==> config.mk <==
export PLATFORM = sky130hd
export DESIGN_NAME = stable_priority_queue
export DESIGN_NICKNAME = d
export VERILOG_FILES = /design/src/sv/spq_pkg.sv /design/src/sv/spq_cell.sv /design/src/sv/stable_priority_queue.sv
export SDC_FILE = /design/constraint.sdc
export NUM_CORES = 2
export LEC_CHECK = 0
export BUFFER_PORTS_ARGS = -buffer_cell sky130_fd_sc_hd__buf_2
export CELL_PAD_IN_SITES_DETAIL_PLACEMENT = 0
export CELL_PAD_IN_SITES_GLOBAL_PLACEMENT = 1
export CORE_ASPECT_RATIO = 1.4
export CORE_MARGIN = 4
export CORE_UTILIZATION = 51
export DETAILED_ROUTE_END_ITERATION = 8
export PLACE_DENSITY_LB_ADDON = 0.15
export REMOVE_ABC_BUFFERS = 1
export SLEW_MARGIN = 20
export SYNTH_ARGS = -nofsm -noshare
export SYNTH_HDL_FRONTEND = slang
export SYNTH_SLANG_ARGS = --single-unit
==> constraint.sdc <==
create_clock -name clk -period 8.15 [get_ports clk]
set_input_delay 0.815 -clock clk [delete_from_list [all_inputs] [get_ports clk]]
set_output_delay 0.815 -clock clk [all_outputs]
set_load 0.05 [all_outputs]
==> src/sv/spq_pkg.sv <==
// Shared types and codes for the stable priority queue.
// No dependencies; used by spq_cell and stable_priority_queue.
`default_nettype none

package spq_pkg;

    localparam int DATA_W = 32;
    localparam int PRIO_W = 16;
    localparam int FILL_W = 5;

    // Operation carried in the input tuser
    typedef enum logic {
        FUNC_INSERT = 1'b0,
        FUNC_REMOVE = 1'b1
    } func_t;

    // Result status carried in the output tuser
    typedef enum logic [1:0] {
        ST_DONE      = 2'd0,
        ST_UNDERFLOW = 2'd1,
        ST_OVERFLOW  = 2'd2
    } status_t;

    // One queue entry
    typedef struct packed {
        logic [DATA_W-1:0] data;
        logic [PRIO_W-1:0] prio;
    } entry_t;

    // Command broadcast to every cell in the row
    typedef struct packed {
        logic   ins;     // insert new entry (queue not full)
        logic   rem;     // pop head, shift row toward head (queue not empty)
        entry_t entry;   // entry being inserted
    } cell_cmd_t;

endpackage

`default_nettype wire

==> src/sv/spq_cell.sv <==
// One cell of the sorted row: holds one entry and trades it with neighbors.
// Depends on spq_pkg.
`default_nettype none

module spq_cell #(
    parameter int IDX = 0,
    parameter int CW  = 5
) (
    input  wire                     clk,
    input  wire  [CW-1:0]           count,
    input  wire spq_pkg::cell_cmd_t cmd,
    input  wire spq_pkg::entry_t    left_entry,
    input  wire                     left_after,
    input  wire spq_pkg::entry_t    right_entry,
    output spq_pkg::entry_t         entry,
    output logic                    after
);

    spq_pkg::entry_t entry_reg;
    spq_pkg::entry_t entry_next;
    logic            occupied;

    // Cell holds a live entry when it sits below the fill count
    assign occupied = CW'(IDX) < count;
    // New entry lands behind this one (older entries win ties)
    assign after    = occupied && (entry_reg.prio <= cmd.entry.prio);

    always_comb
    begin
        entry_next = entry_reg;
        if (cmd.ins && !after)
        begin
            entry_next = left_after ? cmd.entry : left_entry;
        end
        else if (cmd.rem)
        begin
            entry_next = right_entry;
        end
    end

    always_ff @(posedge clk)
    begin
        entry_reg <= entry_next;
    end

    assign entry = entry_reg;

endmodule

`default_nettype wire

==> src/sv/stable_priority_queue.sv <==
// A result is valid the cycle after its request is accepted.
// Throughput: one request per cycle while s_tready is high; cells update at once.
// A request is taken whenever the result register is empty or being drained.
// Reset clears the fill count and the result valid; cell contents stay
// undefined until written and are never read past the fill count.
// Top level: row of spq_cell instances plus count and result register.
// Depends on spq_pkg and spq_cell.
`default_nettype none

module stable_priority_queue #(
    parameter int DEPTH = 16
) (
    input  wire         clk,
    input  wire         rst_n,
    input  wire         s_tvalid,
    output logic        s_tready,
    input  wire  [47:0] s_tdata,   // item_data[31:0], item_priority[47:32]
    input  wire  [0:0]  s_tuser,   // func[0]
    output logic        m_tvalid,
    input  wire         m_tready,
    output logic [55:0] m_tdata,   // removed_data[31:0], removed_priority[47:32],
                                   // fill_level[52:48], zero pad[55:53]
    output logic [1:0]  m_tuser    // status[1:0]
);

    localparam int CW = $clog2(DEPTH + 1);

    logic                 s_accept;
    spq_pkg::func_t       func;
    spq_pkg::cell_cmd_t   cmd;
    spq_pkg::entry_t      cell_entry [DEPTH];
    logic [DEPTH-1:0]     cell_after;
    logic                 is_full;
    logic                 is_empty;

    logic [CW-1:0]        count_reg;
    logic [CW-1:0]        count_next;
    logic                 m_tvalid_reg;
    logic                 m_tvalid_next;
    logic [1:0]           status_reg;
    logic [1:0]           status_next;
    spq_pkg::entry_t      removed_reg;
    spq_pkg::entry_t      removed_next;
    logic [spq_pkg::FILL_W-1:0] fill_reg;
    logic [spq_pkg::FILL_W-1:0] fill_next;

    // Handshake
    assign s_tready = !m_tvalid_reg || m_tready;
    assign s_accept = s_tvalid && s_tready;
    assign func     = spq_pkg::func_t'(s_tuser[0]);
    assign is_full  = count_reg == CW'(DEPTH);
    assign is_empty = count_reg == '0;

    // Command to the cell row
    always_comb
    begin
        cmd.entry.data = s_tdata[31:0];
        cmd.entry.prio = s_tdata[47:32];
        cmd.ins = s_accept && (func == spq_pkg::FUNC_INSERT) && !is_full;
        cmd.rem = s_accept && (func == spq_pkg::FUNC_REMOVE) && !is_empty;
    end

    // Cell row: head at index 0
    for (genvar g = 0; g < DEPTH; g++)
    begin : g_cell
        spq_pkg::entry_t left_e;
        spq_pkg::entry_t right_e;
        logic            left_a;

        if (g == 0)
        begin : g_head
            assign left_e = cmd.entry;
            assign left_a = 1'b1;
        end
        else
        begin : g_body
            assign left_e = cell_entry[g-1];
            assign left_a = cell_after[g-1];
        end

        if (g == DEPTH - 1)
        begin : g_tail
            assign right_e = cmd.entry;
        end
        else
        begin : g_inner
            assign right_e = cell_entry[g+1];
        end

        spq_cell #(
            .IDX (g),
            .CW  (CW)
        ) u_cell (
            .clk         (clk),
            .count       (count_reg),
            .cmd         (cmd),
            .left_entry  (left_e),
            .left_after  (left_a),
            .right_entry (right_e),
            .entry       (cell_entry[g]),
            .after       (cell_after[g])
        );
    end

    // Fill count and result
    always_comb
    begin
        count_next    = count_reg;
        m_tvalid_next = m_tvalid_reg && !m_tready;
        status_next   = status_reg;
        removed_next  = removed_reg;
        if (cmd.ins)
        begin
            count_next = count_reg + CW'(1);
        end
        else if (cmd.rem)
        begin
            count_next = count_reg - CW'(1);
        end
        fill_next = s_accept ? spq_pkg::FILL_W'(count_next) : fill_reg;
        if (s_accept)
        begin
            m_tvalid_next = 1'b1;
            removed_next  = '0;
            status_next   = spq_pkg::ST_DONE;
            if (func == spq_pkg::FUNC_INSERT)
            begin
                if (is_full)
                begin
                    status_next = spq_pkg::ST_OVERFLOW;
                end
            end
            else if (is_empty)
            begin
                status_next = spq_pkg::ST_UNDERFLOW;
            end
            else
            begin
                removed_next = cell_entry[0];
            end
        end
    end

    // Control state
    always_ff @(posedge clk or negedge rst_n)
    begin
        if (!rst_n)
        begin
            count_reg    <= '0;
            m_tvalid_reg <= 1'b0;
        end
        else
        begin
            count_reg    <= count_next;
            m_tvalid_reg <= m_tvalid_next;
        end
    end

    // Result payload
    always_ff @(posedge clk)
    begin
        status_reg  <= status_next;
        removed_reg <= removed_next;
        fill_reg    <= fill_next;
    end

    assign m_tvalid = m_tvalid_reg;
    assign m_tuser  = status_reg;
    assign m_tdata  = {3'b000, fill_reg, removed_reg.prio, removed_reg.data};

    // Checks
    a_count_bound: assert property (@(posedge clk) disable iff (!rst_n)
        count_reg <= CW'(DEPTH))
        else $error("fill count above depth");

    a_insert_grows: assert property (@(posedge clk) disable iff (!rst_n)
        cmd.ins |=> count_reg == $past(count_reg) + CW'(1))
        else $error("insert did not grow the count");

    a_underflow: assert property (@(posedge clk) disable iff (!rst_n)
        s_accept && (func == spq_pkg::FUNC_REMOVE) && is_empty
        |=> m_tvalid && (m_tuser == spq_pkg::ST_UNDERFLOW) && (m_tdata[47:0] == '0))
        else $error("remove on empty not flagged");

    a_head_sorted: assert property (@(posedge clk) disable iff (!rst_n)
        count_reg >= CW'(2) |-> cell_entry[0].prio <= cell_entry[1].prio)
        else $error("head pair out of order");

endmodule

`default_nettype wire
==> results.yml <==
drt:
  drt_iter0_drc: 2659
  firstDrtPassIters: 5
  antenna_left: 0
  wire_per_inst_um: 25.18
  drc: 0
  via_per_inst: 6.285
  vias: 35930
  drt-total-wl_um: 144000
timing:
  max-slew-margin-rel_pct: 24.61
  fin_setup_tns_ns: 0
  min_period_ns: 5.195
  fmaxAchievable_mhz: 192.5
  finClkSkew_ns: 0.02840
  fin_crit_sh_pct: 63.74
  hold_viol: 0
  rsz0062_at_grt: "false"
  drv_slew: 0
  finalSetupViolations: 0
  tightest_slew_ns: 1.131
placed_design:
  port_buffers: 109
  dp_hpwl_um: 96710
  placed_cell_area_um2: 49010
  gp_congestion: 0.8619
clock_network:
  root_buffer: "clkbuf_16"
  htree_levels: 3
  cts_tree: "yes"
  post_cts_buffers: 0
  insertion_delay_ns: 0.68
  clock-sinks: 829
  path_clk_slew_ns: 0.06
  cts_buffer_depth: 3
  numCtsBuffers: 86
  ctsResizeCount: 0
  cts_hold_buf: 1
worst_setup_path:
  critPathMaxFanout: 49
  required_ns: 8.44
  path_class: "in -> reg"
  end_kind: "flop"
  regToRegSetupSlack_ns: 3.25
  startpoint_type: "primary input"
  cp_data_arrival_time_ns: 5.49
floorplanning:
  die_area_um2: 98650
  core_area_um2: 92650
  fp.dieW_um: 266.6
  ios: 113
  initial_core_util_pct: 51.53
  die_height_um: 370.0
  rows: 132
global_route:
  overflow: 0
  first_global_vias: 36200
  grt_pass1_wl_um: 216800
  grt_max_degree: 98
  antenna_found_initial: 1
  grtUsageTotal_pct: 28.43
layout:
  fin_area_um2: 51670
  area_growth_pct: 8.221
  largest_register_ffs: 768
  final_nets: 4758
  drive_gt1_share_pct: 11.42
  final_core_util_pct: 55.77
  final_common_cell: "edfxtp_1"
  final_cell_mix: "edfxtp_1 (823), nand2_1 (718), a21oi_1 (523)"
  fill_cells: 8221
power:
  p_leak_nw: 20.28
  p_per_area_nw_per_um2: 302.3
  vdd_drop_max_uv: 242.0
worst_hold_path:
  min_path_type: "in -> reg"
synth:
  yosys.cell_types.count: 66
  yosysTopAreaCell: "edfxtp_1"
  synth-seq-cells: 829
  yosysSeqAreaShare_pct: 52.08
  synth.avg_cell_area_um2: 10.45
  synth_top_area_share_pct: 51.76
  synthFlopType: "edfxtp_1"
  synth_edf_count: 823
  synthTopCellsByArea: "edfxtp_1 (52%), mux2i_1 (8.1%), ha_1 (6.8%), nand2_1 (5.7%), a21oi_1 (5.5%)"
  ys.warnings.count: 0
  syn_area_um2: 47750
  synthesis.instances: 4567
  async_flop_share_pct: 0.7238
outcome:
  status: "finished, final reports clean"
run:
  max_cap_viol_count: 0
critical path, cell delays in order:
cell and delay [ns]:
buf_2 0.35, inv_1 0.24, buf_4 0.27, ha_1 0.31, nand4_1 0.19, nor4_1 0.43, a21boi_0 0.21, a2111oi_0 0.12
o21ai_4 0.66, and2_2 0.90, nand2b_2 0.41, buf_4 0.51
logic make-up (layout without fill, tap and decap cells):
kind of cell	count (synthesis)	count (layout)	synth area share (%)
flip-flops	829	829	52.08
adder cells (fa/ha/maj)	259	259	6.787
AND/OR/NAND/NOR	1354	1354	11.82
AO/OA/AOI/OAI	1137	1137	13.52
multiplexers	546	546	11.87
other	1	4	0.007854
buffers and inverters	437	378	3.844
XOR/XNOR	4	4	0.07339
layer usage:
layer / track usage, % / vias up / part of all wire [%]
met5: 0 / - / 0
li1: - / 16540 / -
met3: 2.465 / 340 / 3.6
met1: 33.75 / 18070 / 39
met2: 52.66 / 987 / 53
met4: 12.08 / 0 / 4.3
power by group:
part	switching [W]	leakage, nW	internal [W]
Clock	0.00176	1.29	0.00208
Sequential	0.000596	7.80	0.00579
Combinational	0.00349	11.2	0.00190
Total	0.00585	20.3	0.00977
layout make-up:
class | instances | area, µm² | share of cell area [%]
clock inverter | 46 | 347.8 | 0.6732
inverter | 40 | 150.1 | 0.2906
clock buffer | 106 | 2270 | 4.393
sequential | 829 | 24860 | 48.12
tap | 1206 | 1509 | 2.920
antenna | 1 | 2.502 | 0.004843
multi-input combinational | 3303 | 21360 | 41.35
timing repair buffer | 186 | 1164 | 2.252
worst paths after layout:
check                      cells past startpoint                                    end                                  start
setup / recovery                              12   g_cell[8].u_cell.entry[26]$_DFFE_PP_                            s_tdata[47]
hold / removal                                 2                     m_tvalid$_DFF_PN0_                               s_tvalid
setup reg to reg                              10  g_cell[10].u_cell.entry[32]$_DFFE_PP_                 count_reg[1]$_DFF_PN0_
hold reg to reg                                2  g_cell[14].u_cell.entry[29]$_DFFE_PP_  g_cell[15].u_cell.entry[29]$_DFFE_PP_
max in group asynchronous                      2                     m_tvalid$_DFF_PN0_                                  rst_n
min in group asynchronous                      2                 count_reg[2]$_DFF_PN0_                                  rst_n
synth_stat cells (3+ instances only):
cell type / n
edfxtp_1: 823
or4_1: 3
a2111oi_0: 7
buf_2: 106
dfrtp_1: 6
nor3b_1: 4
nand3_1: 7
nor4_1: 14
a21boi_0: 4
xnor2_1: 3
o21ai_0: 254
and2_1: 54
o21ai_1: 3
o211a_1: 4
nand4_1: 47
inv_1: 40
buf_1: 11
a31oi_1: 194
mux2_1: 4
a21o_1: 35
buf_4: 14
a311oi_1: 48
or2_2: 5
nor3_1: 21
ha_1: 259
nor2_1: 409
o31ai_1: 17
and3_1: 5
or3_1: 9
mux2_2: 156
o21a_1: 12
o211ai_1: 13
nand2b_1: 10
clkbuf_1: 263
nor2b_1: 26
nand2_1: 726
and4_1: 5
mux2i_1: 386
a21oi_1: 524
o22ai_1: 4
metrics by stage:
stage | hold slack (ns) | total power [W] | std cells | setup slack, ns
2_1_floorplan | 0.4963 | 0.01033 | 4172 | -11.68
3_3_place_gp | 0.5005 | 0.01173 | 5562 | 2.443
3_5_place_dp | 0.5084 | 0.01181 | 5562 | 2.357
4_1_cts | 0.3389 | 0.01566 | 5715 | 3.054
5_1_grt | 0.3678 | 0.01644 | 5716 | 2.505
6_report | 0.3716 | 0.01562 | 5717 | 2.955
(Power assumes the default switching activity.)
